==> config.mk <==
export PLATFORM = sky130hd
export DESIGN_NAME = multichannel_adc_statistics
export DESIGN_NICKNAME = d
export VERILOG_FILES = /design/src/rtl/mcadc_pkg.sv /design/src/rtl/multichannel_adc_statistics.sv /design/src/rtl/mcadc_front.sv /design/src/rtl/mcadc_queue.sv /design/src/rtl/mcadc_back.sv
export SDC_FILE = /design/constraint.sdc
export NUM_CORES = 2
export LEC_CHECK = 0
export BUFFER_PORTS_ARGS = -buffer_cell sky130_fd_sc_hd__buf_4
export CORE_MARGIN = 3
export CORE_UTILIZATION = 55
export CTS_CLUSTER_SIZE = 10
export DETAILED_ROUTE_END_ITERATION = 10
export PLACE_DENSITY = 0.71
export SLEW_MARGIN = 20
export SYNTH_ARGS = -nofsm -noshare
export SYNTH_HDL_FRONTEND = slang
export SYNTH_SLANG_ARGS = --single-unit
==> constraint.sdc <==
create_clock -name clk -period 14.5 [get_ports clk]
set_input_delay 0.725 -clock clk [delete_from_list [all_inputs] [get_ports clk]]
set_output_delay 0.725 -clock clk [all_outputs]
set_load 0.05 [all_outputs]
==> src/rtl/mcadc_pkg.sv <==
// ============================================================================
// mcadc_pkg - shared types and constants for the converter statistics block
// Field widths of the stream payloads, opcode codes and the queue item type.
// ============================================================================
package mcadc_pkg;

    // Payload field widths (fixed by the stream format)
    localparam int OPCODE_W       = 2;
    localparam int SAMPLE_FIELD_W = 12;
    localparam int SELECT_W       = 3;
    localparam int NEXT_CH_W      = 3;
    localparam int SUM_FIELD_W    = 40;
    localparam int COUNT_FIELD_W  = 24;
    localparam int ROUND_W        = 24;
    localparam int CFG_W          = 4;

    localparam int S_TDATA_W = 16;
    localparam int M_TDATA_W = 128;

    // Width used to compare channel numbers against the channel count
    localparam int CH_CMP_W = 5;

    localparam logic [CFG_W-1:0] CFG_RESET = 4'd8;

    // Defaults for the top-level parameters
    localparam int NUM_CHANNELS_DEF = 8;
    localparam int SAMPLE_BITS_DEF  = 12;
    localparam int SUM_BITS_DEF     = 40;
    localparam int COUNT_BITS_DEF   = 24;
    localparam int QUEUE_DEPTH_DEF  = 2;

    typedef enum logic [OPCODE_W-1:0] {
        OP_SAMPLE    = 2'd0,
        OP_BOUNDARY  = 2'd1,
        OP_READ_SNAP = 2'd2,
        OP_READ_LIVE = 2'd3
    } op_t;

    // Classified item handed from front to back
    typedef struct packed {
        op_t                       op;
        logic [SAMPLE_FIELD_W-1:0] sample;
        logic [SELECT_W-1:0]       sel;
        logic                      sel_ok;
    } item_t;

    // Result beat, first field in the highest bits
    typedef struct packed {
        logic                      pad;
        logic [ROUND_W-1:0]        rounds_per_second;
        logic [SAMPLE_FIELD_W-1:0] last_sample;
        logic [COUNT_FIELD_W-1:0]  stat_count;
        logic [SUM_FIELD_W-1:0]    stat_sum;
        logic [SAMPLE_FIELD_W-1:0] stat_max;
        logic [SAMPLE_FIELD_W-1:0] stat_min;
        logic [NEXT_CH_W-1:0]      next_channel;
    } result_t;

endpackage

==> src/rtl/multichannel_adc_statistics.sv <==
// ============================================================================
// multichannel_adc_statistics - round-robin per-channel converter statistics
// Live min/max/sum/count per channel, snapshot on second boundary, readback.
// ============================================================================
// Every input beat gives exactly one result beat. A beat can be taken each
// clock: the front classifies the beat and pushes it into a short queue, the
// back executes one queued item per cycle and holds the result in an output
// register, so throughput is one item per cycle while m_tready stays high.
// An input beat passes through the queue and then the output register.
// Opcodes: 0 credits sample_value to the current channel and advances the
// round-robin index; 1 copies all live statistics to the snapshot set,
// reports the completed rounds and clears the live set; 2 reads snapshot
// min/max/sum/count of channel_select; 3 reads the last sample and live
// count of channel_select. Selects at or above NUM_CHANNELS read zero. Sums,
// counts and the round counter saturate. channels_in_use is written on the
// cfg port; the user must write it only while the block is idle (not enforced
// by the block). 0 acts as 1 and values above NUM_CHANNELS act as NUM_CHANNELS.
// ============================================================================
module multichannel_adc_statistics
    import mcadc_pkg::*;
#(
    parameter int NUM_CHANNELS = NUM_CHANNELS_DEF,
    parameter int SAMPLE_BITS  = SAMPLE_BITS_DEF,
    parameter int SUM_BITS     = SUM_BITS_DEF,
    parameter int COUNT_BITS   = COUNT_BITS_DEF,
    parameter int QUEUE_DEPTH  = QUEUE_DEPTH_DEF
)
(
    input  logic                 clk,
    input  logic                 rst_n,
    // configuration: channels_in_use
    input  logic                 cfg_valid,
    output logic                 cfg_ready,
    input  logic [CFG_W-1:0]     cfg_data,
    // input beats
    input  logic                 s_tvalid,
    output logic                 s_tready,
    input  logic [S_TDATA_W-1:0] s_tdata,   // [11:0] sample_value, [14:12] channel_select
    input  logic [OPCODE_W-1:0]  s_tuser,   // [1:0] opcode
    // result beats
    output logic                 m_tvalid,
    input  logic                 m_tready,
    output logic [M_TDATA_W-1:0] m_tdata    // [2:0] next_channel, [14:3] stat_min,
                                            // [26:15] stat_max, [66:27] stat_sum,
                                            // [90:67] stat_count, [102:91] last_sample,
                                            // [126:103] rounds_per_second
);

    logic  push_valid, push_ready;
    item_t push_item;
    logic  q_valid, q_ready;
    item_t q_item;

    // Front: accept and classify
    mcadc_front #(
        .NUM_CHANNELS (NUM_CHANNELS),
        .SAMPLE_BITS  (SAMPLE_BITS)
    ) u_front (
        .s_tvalid   (s_tvalid),
        .s_tready   (s_tready),
        .s_tdata    (s_tdata),
        .s_tuser    (s_tuser),
        .push_valid (push_valid),
        .push_ready (push_ready),
        .push_item  (push_item)
    );

    // Decoupling queue
    mcadc_queue #(
        .DEPTH (QUEUE_DEPTH)
    ) u_queue (
        .clk        (clk),
        .rst_n      (rst_n),
        .push_valid (push_valid),
        .push_ready (push_ready),
        .push_item  (push_item),
        .pop_valid  (q_valid),
        .pop_ready  (q_ready),
        .pop_item   (q_item)
    );

    // Back: statistics state and result register
    mcadc_back #(
        .NUM_CHANNELS (NUM_CHANNELS),
        .SAMPLE_BITS  (SAMPLE_BITS),
        .SUM_BITS     (SUM_BITS),
        .COUNT_BITS   (COUNT_BITS)
    ) u_back (
        .clk       (clk),
        .rst_n     (rst_n),
        .cfg_valid (cfg_valid),
        .cfg_ready (cfg_ready),
        .cfg_data  (cfg_data),
        .q_valid   (q_valid),
        .q_ready   (q_ready),
        .q_item    (q_item),
        .m_tvalid  (m_tvalid),
        .m_tready  (m_tready),
        .m_tdata   (m_tdata)
    );

endmodule

==> src/rtl/mcadc_front.sv <==
// ============================================================================
// mcadc_front - input side of the converter statistics block
// Takes input beats, masks the sample and range-checks the channel select.
// ============================================================================
module mcadc_front
    import mcadc_pkg::*;
#(
    parameter int NUM_CHANNELS = NUM_CHANNELS_DEF,
    parameter int SAMPLE_BITS  = SAMPLE_BITS_DEF
)
(
    input  logic                 s_tvalid,
    output logic                 s_tready,
    input  logic [S_TDATA_W-1:0] s_tdata,
    input  logic [OPCODE_W-1:0]  s_tuser,
    output logic                 push_valid,
    input  logic                 push_ready,
    output item_t                push_item
);

    localparam logic [SAMPLE_FIELD_W-1:0] SAMPLE_MASK =
        (SAMPLE_BITS >= SAMPLE_FIELD_W) ? '1 : SAMPLE_FIELD_W'((1 << SAMPLE_BITS) - 1);

    logic [SELECT_W-1:0] sel;

    assign sel        = s_tdata[SAMPLE_FIELD_W +: SELECT_W];
    assign s_tready   = push_ready;
    assign push_valid = s_tvalid;

    always_comb
    begin
        push_item.op     = op_t'(s_tuser);
        push_item.sample = s_tdata[SAMPLE_FIELD_W-1:0] & SAMPLE_MASK;
        push_item.sel    = sel;
        push_item.sel_ok = CH_CMP_W'(sel) < CH_CMP_W'(NUM_CHANNELS);
    end

endmodule

==> src/rtl/mcadc_queue.sv <==
// ============================================================================
// mcadc_queue - short item queue between front and back
// Small FIFO of classified items; lets either side stall on its own.
// ============================================================================
module mcadc_queue
    import mcadc_pkg::*;
#(
    parameter int DEPTH = QUEUE_DEPTH_DEF
)
(
    input  logic  clk,
    input  logic  rst_n,
    input  logic  push_valid,
    output logic  push_ready,
    input  item_t push_item,
    output logic  pop_valid,
    input  logic  pop_ready,
    output item_t pop_item
);

    localparam int PTR_W = (DEPTH > 1) ? $clog2(DEPTH) : 1;
    localparam int CNT_W = $clog2(DEPTH + 1);
    localparam logic [PTR_W-1:0] LAST_PTR = PTR_W'(DEPTH - 1);
    localparam logic [CNT_W-1:0] FULL_CNT = CNT_W'(DEPTH);

    item_t            entry_reg [DEPTH];
    logic [PTR_W-1:0] wr_ptr_reg, wr_ptr_next;
    logic [PTR_W-1:0] rd_ptr_reg, rd_ptr_next;
    logic [CNT_W-1:0] cnt_reg, cnt_next;
    logic             push, pop;

    assign push_ready = (cnt_reg != FULL_CNT);
    assign pop_valid  = (cnt_reg != '0);
    assign pop_item   = entry_reg[rd_ptr_reg];
    assign push       = push_valid && push_ready;
    assign pop        = pop_valid && pop_ready;

    always_comb
    begin
        wr_ptr_next = wr_ptr_reg;
        rd_ptr_next = rd_ptr_reg;
        cnt_next    = cnt_reg;
        if (push)
            wr_ptr_next = (wr_ptr_reg == LAST_PTR) ? '0 : wr_ptr_reg + 1'b1;
        if (pop)
            rd_ptr_next = (rd_ptr_reg == LAST_PTR) ? '0 : rd_ptr_reg + 1'b1;
        if (push && !pop)
            cnt_next = cnt_reg + 1'b1;
        else if (pop && !push)
            cnt_next = cnt_reg - 1'b1;
    end

    always_ff @(posedge clk or negedge rst_n)
    begin
        if (!rst_n)
        begin
            wr_ptr_reg <= '0;
            rd_ptr_reg <= '0;
            cnt_reg    <= '0;
        end
        else
        begin
            wr_ptr_reg <= wr_ptr_next;
            rd_ptr_reg <= rd_ptr_next;
            cnt_reg    <= cnt_next;
        end
    end

    always_ff @(posedge clk)
    begin
        if (push)
            entry_reg[wr_ptr_reg] <= push_item;
    end

    // Fill level never exceeds the depth
    a_cnt_bound: assert property (@(posedge clk) disable iff (!rst_n)
        cnt_reg <= FULL_CNT)
        else $error("queue fill level above depth");

    // Pointers stay together with the fill level
    a_ptr_track: assert property (@(posedge clk) disable iff (!rst_n)
        (cnt_reg == '0 || cnt_reg == FULL_CNT) |-> (wr_ptr_reg == rd_ptr_reg))
        else $error("queue pointers out of step with fill level");

endmodule

==> src/rtl/mcadc_back.sv <==
// ============================================================================
// mcadc_back - statistics state and result register
// Executes one queued item per cycle against the live and snapshot sets while m_tready does not stall.
// ============================================================================
module mcadc_back
    import mcadc_pkg::*;
#(
    parameter int NUM_CHANNELS = NUM_CHANNELS_DEF,
    parameter int SAMPLE_BITS  = SAMPLE_BITS_DEF,
    parameter int SUM_BITS     = SUM_BITS_DEF,
    parameter int COUNT_BITS   = COUNT_BITS_DEF
)
(
    input  logic                 clk,
    input  logic                 rst_n,
    input  logic                 cfg_valid,
    output logic                 cfg_ready,
    input  logic [CFG_W-1:0]     cfg_data,
    input  logic                 q_valid,
    output logic                 q_ready,
    input  item_t                q_item,
    output logic                 m_tvalid,
    input  logic                 m_tready,
    output logic [M_TDATA_W-1:0] m_tdata
);

    localparam int CH_W = (NUM_CHANNELS > 1) ? $clog2(NUM_CHANNELS) : 1;

    logic [SAMPLE_BITS-1:0] live_min_reg [NUM_CHANNELS];
    logic [SAMPLE_BITS-1:0] live_min_next [NUM_CHANNELS];
    logic [SAMPLE_BITS-1:0] live_max_reg [NUM_CHANNELS];
    logic [SAMPLE_BITS-1:0] live_max_next [NUM_CHANNELS];
    logic [SUM_BITS-1:0]    live_sum_reg [NUM_CHANNELS];
    logic [SUM_BITS-1:0]    live_sum_next [NUM_CHANNELS];
    logic [COUNT_BITS-1:0]  live_cnt_reg [NUM_CHANNELS];
    logic [COUNT_BITS-1:0]  live_cnt_next [NUM_CHANNELS];
    logic [SAMPLE_BITS-1:0] snap_min_reg [NUM_CHANNELS];
    logic [SAMPLE_BITS-1:0] snap_min_next [NUM_CHANNELS];
    logic [SAMPLE_BITS-1:0] snap_max_reg [NUM_CHANNELS];
    logic [SAMPLE_BITS-1:0] snap_max_next [NUM_CHANNELS];
    logic [SUM_BITS-1:0]    snap_sum_reg [NUM_CHANNELS];
    logic [SUM_BITS-1:0]    snap_sum_next [NUM_CHANNELS];
    logic [COUNT_BITS-1:0]  snap_cnt_reg [NUM_CHANNELS];
    logic [COUNT_BITS-1:0]  snap_cnt_next [NUM_CHANNELS];
    logic [SAMPLE_BITS-1:0] latest_reg [NUM_CHANNELS];
    logic [SAMPLE_BITS-1:0] latest_next [NUM_CHANNELS];

    logic [CH_W-1:0]     cur_ch_reg, cur_ch_next;
    logic [ROUND_W-1:0]  round_reg, round_next;
    logic [CFG_W-1:0]    cfg_reg, cfg_next;
    logic                out_valid_reg, out_valid_next;
    result_t             out_reg, out_next;

    logic                   pop;
    logic [CH_W-1:0]        ridx;
    logic [CH_W-1:0]        sel_idx;
    logic [SAMPLE_BITS-1:0] smp;
    logic [SUM_BITS:0]      sum_ext;
    logic [SUM_BITS-1:0]    sum_sat;
    logic [CH_CMP_W-1:0]    active;
    logic                   wrap;

    assign cfg_ready = 1'b1;
    assign pop       = q_valid && (!out_valid_reg || m_tready);
    assign q_ready   = pop;
    assign m_tvalid  = out_valid_reg;
    assign m_tdata   = out_reg;

    // Datapath for the item at the head of the queue
    always_comb
    begin
        sel_idx = CH_W'(q_item.sel);
        ridx    = (q_item.op == OP_SAMPLE) ? cur_ch_reg : sel_idx;
        smp     = SAMPLE_BITS'(q_item.sample);
        sum_ext = {1'b0, live_sum_reg[ridx]} + (SUM_BITS + 1)'(smp);
        sum_sat = sum_ext[SUM_BITS] ? '1 : sum_ext[SUM_BITS-1:0];
        if (cfg_reg == '0)
            active = CH_CMP_W'(1);
        else if (CH_CMP_W'(cfg_reg) > CH_CMP_W'(NUM_CHANNELS))
            active = CH_CMP_W'(NUM_CHANNELS);
        else
            active = CH_CMP_W'(cfg_reg);
        wrap = (CH_CMP_W'(ridx) + 1'b1) >= active;
    end

    always_comb
    begin
        live_min_next = live_min_reg;
        live_max_next = live_max_reg;
        live_sum_next = live_sum_reg;
        live_cnt_next = live_cnt_reg;
        snap_min_next = snap_min_reg;
        snap_max_next = snap_max_reg;
        snap_sum_next = snap_sum_reg;
        snap_cnt_next = snap_cnt_reg;
        latest_next   = latest_reg;
        cur_ch_next   = cur_ch_reg;
        round_next    = round_reg;
        cfg_next      = (cfg_valid && cfg_ready) ? cfg_data : cfg_reg;
        out_valid_next = out_valid_reg;
        out_next       = out_reg;

        if (out_valid_reg && m_tready)
            out_valid_next = 1'b0;

        if (pop)
        begin
            out_valid_next = 1'b1;
            out_next       = '0;
            case (q_item.op)
                OP_SAMPLE:
                begin
                    if (smp > live_max_reg[ridx])
                        live_max_next[ridx] = smp;
                    if (smp < live_min_reg[ridx])
                        live_min_next[ridx] = smp;
                    live_sum_next[ridx] = sum_sat;
                    if (live_cnt_reg[ridx] != '1)
                        live_cnt_next[ridx] = live_cnt_reg[ridx] + 1'b1;
                    latest_next[ridx] = smp;
                    if (wrap)
                    begin
                        cur_ch_next = '0;
                        if (round_reg != '1)
                            round_next = round_reg + 1'b1;
                    end
                    else
                    begin
                        cur_ch_next = ridx + 1'b1;
                    end
                end
                OP_BOUNDARY:
                begin
                    out_next.rounds_per_second = round_reg;
                    for (int n = 0; n < NUM_CHANNELS; n++)
                    begin
                        snap_min_next[n] = live_min_reg[n];
                        snap_max_next[n] = live_max_reg[n];
                        snap_sum_next[n] = live_sum_reg[n];
                        snap_cnt_next[n] = live_cnt_reg[n];
                        live_min_next[n] = '1;
                        live_max_next[n] = '0;
                        live_sum_next[n] = '0;
                        live_cnt_next[n] = '0;
                    end
                    round_next = '0;
                end
                OP_READ_SNAP:
                begin
                    if (q_item.sel_ok)
                    begin
                        out_next.stat_min   = SAMPLE_FIELD_W'(snap_min_reg[sel_idx]);
                        out_next.stat_max   = SAMPLE_FIELD_W'(snap_max_reg[sel_idx]);
                        out_next.stat_sum   = SUM_FIELD_W'(snap_sum_reg[sel_idx]);
                        out_next.stat_count = COUNT_FIELD_W'(snap_cnt_reg[sel_idx]);
                    end
                end
                OP_READ_LIVE:
                begin
                    if (q_item.sel_ok)
                    begin
                        out_next.stat_count  = COUNT_FIELD_W'(live_cnt_reg[ridx]);
                        out_next.last_sample = SAMPLE_FIELD_W'(latest_reg[sel_idx]);
                    end
                end
                default:
                begin
                    out_next.pad = 1'b0;
                end
            endcase
            out_next.next_channel = NEXT_CH_W'(cur_ch_next);
        end
    end

    always_ff @(posedge clk or negedge rst_n)
    begin
        if (!rst_n)
        begin
            for (int n = 0; n < NUM_CHANNELS; n++)
            begin
                live_min_reg[n] <= '1;
                live_max_reg[n] <= '0;
                live_sum_reg[n] <= '0;
                live_cnt_reg[n] <= '0;
                snap_min_reg[n] <= '0;
                snap_max_reg[n] <= '0;
                snap_sum_reg[n] <= '0;
                snap_cnt_reg[n] <= '0;
                latest_reg[n]   <= '0;
            end
            cur_ch_reg    <= '0;
            round_reg     <= '0;
            cfg_reg       <= CFG_RESET;
            out_valid_reg <= 1'b0;
        end
        else
        begin
            live_min_reg  <= live_min_next;
            live_max_reg  <= live_max_next;
            live_sum_reg  <= live_sum_next;
            live_cnt_reg  <= live_cnt_next;
            snap_min_reg  <= snap_min_next;
            snap_max_reg  <= snap_max_next;
            snap_sum_reg  <= snap_sum_next;
            snap_cnt_reg  <= snap_cnt_next;
            latest_reg    <= latest_next;
            cur_ch_reg    <= cur_ch_next;
            round_reg     <= round_next;
            cfg_reg       <= cfg_next;
            out_valid_reg <= out_valid_next;
        end
    end

    always_ff @(posedge clk)
    begin
        out_reg <= out_next;
    end

    // Round-robin index always names an existing channel
    a_cur_range: assert property (@(posedge clk) disable iff (!rst_n)
        CH_CMP_W'(cur_ch_reg) < CH_CMP_W'(NUM_CHANNELS))
        else $error("current channel beyond channel count");

    // A boundary clears the round counter and the live set
    a_boundary_clear: assert property (@(posedge clk) disable iff (!rst_n)
        (pop && q_item.op == OP_BOUNDARY) |=>
            (round_reg == '0 && live_cnt_reg[0] == '0 && live_min_reg[0] == '1))
        else $error("live statistics not cleared after boundary");

    // Every executed item leaves a result in the output register
    a_pop_result: assert property (@(posedge clk) disable iff (!rst_n)
        pop |=> out_valid_reg)
        else $error("executed item produced no result");

endmodule
# Yosys cells after proc, flatten, opt, wreduce, memory -nomap -nowiden
# Memories as Yosys holds them, arrays and structs flattened.
# Index checks and enable logic that the tools add are counted.
# W data, S select, Z words.
[totals] mem_bits_ro=0 input_bits=27 latchBits=0 ff_bits=1667 ram_bits=34 wordCells=207 out_inout_bits=131 n_memories=1
[mem_list] memory="u_queue.entry_reg" words=2 width=17 read_ports=1 rd_clocked_by_memory_dff=0 wr=1 line="mcadc_queue.sv:26" source="item_t entry_reg [DEPTH];"
[op_classes] muxes=65 n_div=0 mul=0 eq_ne=11 add_sub_neg=9 bitwise=2 n_reduce_logical=26 n_lt_le_gt_ge=7 shifts=0
[op_table] operator="$pmux W320 S2" count=1
[op_table] operator="$pmux W192 S2" count=1
[op_table] operator="$pmux W96 S2" count=2
[op_table] operator="$bwmux W320" count=1
[op_table] operator="$bwmux W96" count=3
[op_table] operator="$bmux W40 S3" count=2
[op_table] operator="$mux W40" count=6
[op_table] operator="$bwmux W192" count=1
[op_table] operator="$mux W192" count=1
[op_table] operator="$mux W24" count=8
[op_table] operator="$mux W96" count=2
[op_table] operator="$bmux W12 S3" count=5
[op_table] operator="$bmux W24 S3" count=2
[op_table] operator="$mux W12" count=11
[op_table] operator="$demux W40 S3" count=1
[op_table] operator="$pmux W24 S2" count=2
[op_table] operator="$mux W88" count=1
[op_table] operator="$demux W24 S3" count=1
[op_table] operator="$add A24 B1 Y24 const B" count=2
[op_table] operator="$ne A24 B24 Y1 const B" count=2
[op_table] operator="$add A40 B12 Y41" count=1
[op_table] operator="$demux W12 S3" count=1
[op_table] operator="$gt A12 B12 Y1" count=1
[op_table] operator="$lt A12 B12 Y1" count=1
[op_table] operator="27 further kinds" count=61

# Depth between registers and ports, before layout
# An unclocked memory read counts as a cell.
[depth] word_depth=11 depth_mapped=30 mapped_depth_nobuf=23

# Hierarchy
# Synthesis repeated with hierarchy kept, for this count alone.
[unflattened] cells_unflattened=7514 hier_area_um2=76573.4
[modules_own_cells] mod="mcadc_back" cells_per_inst=7419 instances=1 area_per_inst_um2=74876.8 seq_area_each_um2=42371.9
[modules_own_cells] mod="mcadc_queue" cells_per_inst=74 instances=1 area_per_inst_um2=1542.7 seq_area_each_um2=1181.1
[modules_own_cells] mod="mcadc_front" cells_per_inst=21 instances=1 area_per_inst_um2=153.9 seq_area_each_um2=0.0

# Least setup slack after synthesis
# OpenSTA, ideal clock, no wires.
[synth_timing] path_type="reg-to-reg" startpoint="memory u_queue.entry_reg[0][16] (netlist name)" endpoint="register u_back.live_sum_reg[24] (netlist name)" path_buffers=7 setup_ps=121 required_ps=14379 path_stages_with_launch=28 period_less_slack_ps=5684 slack_ps=8816 arrival_time_ps=5563 path_cell_list="edfxtp_1 > nor2_2 > a211o_1 > nand2_4 > inv_2 > buf_4 > buf_4 > buf_2 > buf_2 > buf_1 > buf_1 > o221ai_1 > a211oi_1 > ha_1 > inv_1 > fa_1 > nor2b_1 > o21ai_0 > a21boi_0 > o2111ai_1 > a31oi_1 > nand3_1 > and2_1 > nor4b_1 > xnor2_1 > nand2b_1 > buf_2 > a22o_1"
[synth_between] elab_chain_cells=11 elab_cells_between_ends=19 classes_between="add/sub (1); order compare (2); eq/ne (1); mux (9); bitwise (1); reduce/logical (4); memory (1)"
[synth_rtl] item="from (decl)" line="mcadc_queue.sv:26"
[synth_rtl] item="$mem_v2 Z2 W17 (*)"
[synth_rtl] item="$logic_not A2 Y1" line="mcadc_back.sv:73, mcadc_back.sv:110"
[synth_rtl] item="$mux W3" line="mcadc_back.sv:73" source="ridx = (q_item.op == OP_SAMPLE) ? cur_ch_reg : sel_idx;"
[synth_rtl] item="$not A3 Y4 (implied by the code)" line="mcadc_back.sv:75, mcadc_back.sv:117"
[synth_rtl] item="$bmux W40 S3" line="mcadc_back.sv:75" source="sum_ext = {1'b0, live_sum_reg[ridx]} + (SUM_BITS + 1)'(smp);"
[synth_rtl] item="$mux W40 (implied by the code) (2 in a row)" line="mcadc_back.sv:75"
[synth_rtl] item="$add A40 B12 Y41" line="mcadc_back.sv:75"
[synth_rtl] item="$mux W40" line="mcadc_back.sv:76" source="sum_sat = sum_ext[SUM_BITS] ? '1 : sum_ext[SUM_BITS-1:0];"
[synth_rtl] item="$bwmux W320" line="mcadc_back.sv:117" source="live_sum_next[ridx] = sum_sat;"
[synth_rtl] item="$pmux W320 S2" line="mcadc_back.sv:110" source="case (q_item.op)"
[synth_rtl] item="to (signal assigned)" line="mcadc_back.sv:200" source="live_sum_reg <= live_sum_next;"
[synth_rtl] item="to (decl)" line="mcadc_back.sv:33" source="logic [SUM_BITS-1:0] live_sum_reg [NUM_CHANNELS];"
# Mark *: on every way between the ends. The rest lies on a longest branch, timed or not. The select of a mux whose other input is x is not followed.
# A chain may end at the register's enable or synchronous reset.

# Final worst setup path
[layout_timing] startpoint="register u_queue.rd_ptr_reg" endpoint="register u_back.live_sum_reg[41] (netlist name)"
[layout_between] elab_chain_cells=11 elab_cells_between_ends=19 classes_between="add/sub (1); order compare (2); eq/ne (1); mux (9); bitwise (1); reduce/logical (4); memory (1)"
[layout_rtl] item="from (decl)" line="mcadc_queue.sv:28" source="logic [PTR_W-1:0] rd_ptr_reg, rd_ptr_next;"
[layout_rtl] item="from (signal assigned)" line="mcadc_queue.sv:64" source="rd_ptr_reg <= rd_ptr_next;"
[layout_rtl] item="$mem_v2 Z2 W17 (*)"
[layout_rtl] item="$logic_not A2 Y1" line="mcadc_back.sv:73, mcadc_back.sv:110"
[layout_rtl] item="$mux W3" line="mcadc_back.sv:73"
[layout_rtl] item="$not A3 Y4 (implied by the code)" line="mcadc_back.sv:75, mcadc_back.sv:117"
[layout_rtl] item="$bmux W40 S3" line="mcadc_back.sv:75"
[layout_rtl] item="$mux W40 (implied by the code) (2 in a row)" line="mcadc_back.sv:75"
[layout_rtl] item="$add A40 B12 Y41" line="mcadc_back.sv:75"
[layout_rtl] item="$mux W40" line="mcadc_back.sv:76"
[layout_rtl] item="$bwmux W320" line="mcadc_back.sv:117"
[layout_rtl] item="$pmux W320 S2" line="mcadc_back.sv:110"
# Marked as above.

==> impl_metrics.csv <==
group,metric,value,unit
critical_path,path_class,"flip-flop to flip-flop",
timing,layout_min_cycle_time,8.639,ns
cells_and_area,n_fill_cell,11400,
timing,slew_headroom,0.1530,
floorplanning,boundaryPins,158,
clock_network,clk_pin_slew,0.06,ns
drt,drt_iter0_drc,7913,
global_routing,grt_max_degree,176,
place,finalWeightedCongestion,0.8823,
drt,vias_per_cell,6.355,
cells_and_area,fin_area,0.08496,mm^2
power,p_leak,39.71,nW
global_routing,grt_pass1_wl,373700,um
timing,hold_viol,0,
yosys,synth_cell_types,102,
critical_path,ff2ff_setup_slack,5.86,ns
place,dp_hpwl,141100,um
timing,fin_crit_sh,0.5958,
critical_path,reg2reg_to,"u_back.live_sum_reg[41]$_DFFE_PN0P_",
floorplanning,fp.dieH,379.8,um
timing,tightest_slew,1.268,ns
timing,max_freq,115.8,MHz
yosys,syn-num-nets,7752,
hold_path,min_from,"s_tdata[3]",
run_status,status,"complete, no violations",
power,peakVddDrop,0.0001712,V
drt,drtPass1Iterations,6,
clock_network,cts_buffer_depth,3,
floorplanning,core_area,0.1382,mm^2
critical_path,crit_path_end_kind,"flip-flop",
run,maxCapViolations,0,
drt,avgRoutedWirePerCell,25.56,um
clock_network,htreeDepth,4,
power,power_density,250.7,mW/mm^2
yosys,synth_area,0.07686,mm^2
yosys,synthArstFlopShare,0.9053,
hold_path,hold_depth,1,
cells_and_area,final_cell_mix,"nand2_1 (3,099), dfrtp_1 (1,442), o21ai_0 (360), buf_4 (289), o21ai_1 (208)",
critical_path,reg2regPathDepth,24,
timing,final_max_slew_viol_count,0,
yosys,ys_seq_elements,1701,
yosys,yosys_warnings,0,
critical_path,critPathLaunch,"u_queue.rd_ptr_reg$_DFFE_PN0P_",
place,port_buffers,154,
timing,final.setup_skew,0.03186,ns
cells_and_area,drive_above_1_share,0.1420,
critical_path,arrival,9.40,ns
global_routing,grt_pass1_vias,60810,
critical_path,start_kind,"flip-flop",
hold_path,hold_path.class,"input pin to flip-flop",
clock_network,numCtsBuffers,191,
floorplanning,rows,136,
global_routing,antenna_found_initial,7,
floorplanning,start_util,0.5563,
floorplanning,dieArea,0.1443,mm^2
yosys,synth-edff-count,161,
yosys,ys.flop_type,"dfrtp_1",
timing,final.setup.tns,0,ns
clock_network,cts_tree,"yes",
timing,setup_violations,0,
clock_network,insertion_delay,0.83,ns
drt,num_vias,60930,
cells_and_area,mostFrequentLayoutCell,"nand2_1",
clock_network,postCtsSetupBuffers,0,
yosys,syn_area_per_cell,10.01,um^2
clock_network,cts_root_buffer,"clkbuf_16",
timing,rsz0062_at_grt,"false",
floorplanning,die_w,379.8,um
clock_network,cts_resized,0,
clock_network,clock-sinks,1701,
cells_and_area,final_nets,7696,
drt,drc,0,
critical_path,crit_required,15.26,ns
critical_path,reg2reg_from,"u_queue.rd_ptr_reg$_DFFE_PN0P_",
yosys,seq_area_frac_synth,0.5659,
global_routing,grt-ovfl-total,0,
hold_path,min_to,"u_queue.entry_reg[1][6]$_DFFE_PP_",
drt,routed_wl,245000,um
drt,ant_nets,0,
critical_path,critPathMaxFanout,33,
yosys,postSynthCellCount,7681,
cells_and_area,synthToLayoutAreaGrowth,10.54,%
place,placed_area,0.07948,mm^2
global_routing,grt_usage,0.3382,
==> how the worst max path moves through the flow <==
stage	end	depth (start not counted)
after CTS	u_back.live_sum_reg[41]$_DFFE_PN0P_	24
after global routing	u_back.live_sum_reg[41]$_DFFE_PN0P_	24
after global placement	u_back.live_sum_reg[41]$_DFFE_PN0P_	24
final	u_back.live_sum_reg[41]$_DFFE_PN0P_	24
after floorplan	u_back.live_sum_reg[24]$_DFFE_PN0P_	27
after detailed placement	u_back.live_sum_reg[281]$_DFFE_PN0P_	24
==> cell usage after synthesis, types with 17 or more instances <==
| cell | instances | area [um^2] |
|---|---|---|
| a21oi_1 | 118 | 590.6 |
| and3_1 | 67 | 419.2 |
| buf_6 | 17 | 191.4 |
| a22o_1 | 192 | 1682 |
| mux4_2 | 205 | 4617 |
| nand2_1 | 3113 | 11680 |
| inv_1 | 31 | 116.4 |
| buf_2 | 59 | 295.3 |
| nor2_1 | 107 | 401.6 |
| mux2_2 | 126 | 1419 |
| nand2b_1 | 22 | 137.6 |
| o221ai_1 | 23 | 201.4 |
| nand4_1 | 22 | 137.6 |
| dfrtp_1 | 1443 | 36110 |
| a22oi_1 | 69 | 518.0 |
| mux2i_1 | 47 | 470.5 |
| ha_1 | 43 | 538.0 |
| clkbuf_1 | 397 | 1490 |
| and4_1 | 17 | 148.9 |
| buf_4 | 34 | 255.2 |
| edfxtp_1 | 161 | 4835 |
| dfstp_2 | 97 | 2549 |
| a311oi_1 | 36 | 315.3 |
| nor3_1 | 26 | 130.1 |
| o31ai_1 | 100 | 750.7 |
| o21ai_0 | 360 | 1802 |
| o21ai_1 | 209 | 1046 |
| xnor2_1 | 35 | 306.5 |
| o22ai_1 | 55 | 344.1 |
| xor2_1 | 39 | 341.6 |
| buf_1 | 40 | 150.1 |
| nor2_2 | 27 | 168.9 |
| a211oi_1 | 30 | 225.2 |
| nand3_1 | 88 | 440.4 |
| a221oi_1 | 24 | 210.2 |
==> cell type report <==
cell class | count | area (um^2) | share of cell area
antenna | 2 | 5.005 | 0.00005891
clock buffer | 275 | 5187 | 0.06106
clock inverter | 16 | 265.3 | 0.003122
inverter | 33 | 133.9 | 0.001576
multi-input combinational | 5399 | 31190 | 0.3671
sequential | 1701 | 43490 | 0.5120
tap | 1863 | 2331 | 0.02744
timing repair buffer | 299 | 2350 | 0.02766
==> layer usage <==
metal / global-route usage / part of all wire / vias to the layer above
li1: - / - / 26110
met1: 0.4544 / 0.38 / 30440
met2: 0.5150 / 0.45 / 3551
met3: 0.08176 / 0.11 / 834
met4: 0.1741 / 0.058 / 2
met5: 0 / 0.000033 / -
==> critical path, cell delays in order, from the launching register on <==
cell	delay, ns
dfrtp_2	0.34
buf_4	0.54
nand2_1	0.30
o22a_1	0.51
nand2_4	0.37
buf_4	0.51
nor2_2	0.07
buf_4	0.28
nand2_1	0.17
buf_4	0.44
o22ai_1	0.14
nor4_1	0.63
inv_1	0.13
fa_1	0.44
nor2b_1	0.12
o21ai_0	0.11
a21boi_0	0.34
o2111ai_1	0.20
a31oi_1	0.30
nand3_1	0.25
and2_1	0.39
nor3_4	0.73
buf_4	0.56
nand2b_1	0.37
a22o_1	0.19
==> logic make-up (layout without fill, tap and decap cells) <==
| group | after synthesis | in the layout | share of synthesized area |
|---|---|---|---|
| multiplexers | 384 | 384 | 0.08553 |
| AO/OA/AOI/OAI | 1323 | 1323 | 0.1133 |
| buffers and inverters | 581 | 623 | 0.03270 |
| adder cells (fa/ha/maj) | 44 | 44 | 0.007260 |
| flip-flops | 1701 | 1701 | 0.5659 |
| AND/OR/NAND/NOR | 3571 | 3571 | 0.1866 |
| other | 2 | 4 | 0.00009771 |
| XOR/XNOR | 75 | 75 | 0.008644 |
==> stage by stage <==
step | setup WS, ns | util | instances | total power [mW] | hold slack, ns
floorplan | 8.816 | - | 7681 | 13.42 | 0.4294
global placement | 6.376 | 0.5752 | 9294 | 16.45 | 0.4525
detailed placement | 6.308 | 0.5752 | 9294 | 16.70 | 0.4568
CTS | 6.266 | 0.6147 | 9586 | 21.11 | 0.03011
global route | 5.711 | 0.6148 | 9586 | 22.26 | 0.05191
finish | 5.861 | 0.6149 | 9588 | 21.30 | 0.08071
==> where the power goes <==
group	leakage, nW	switching, mW	internal (mW)
clock network	2.63	1.93	2.46
logic	14.6	6.58	2.77
registers	22.4	1.01	6.55
total	39.7	9.52	11.8
==> what timing repair did <==
item                                    4_1_cts  5_1_grt
hold buffers                                  1        0
endpoints found under the setup margin        0        0
endpoints found under the hold margin       110        0
No activity file was read; power rests on OpenSTA's default activity.
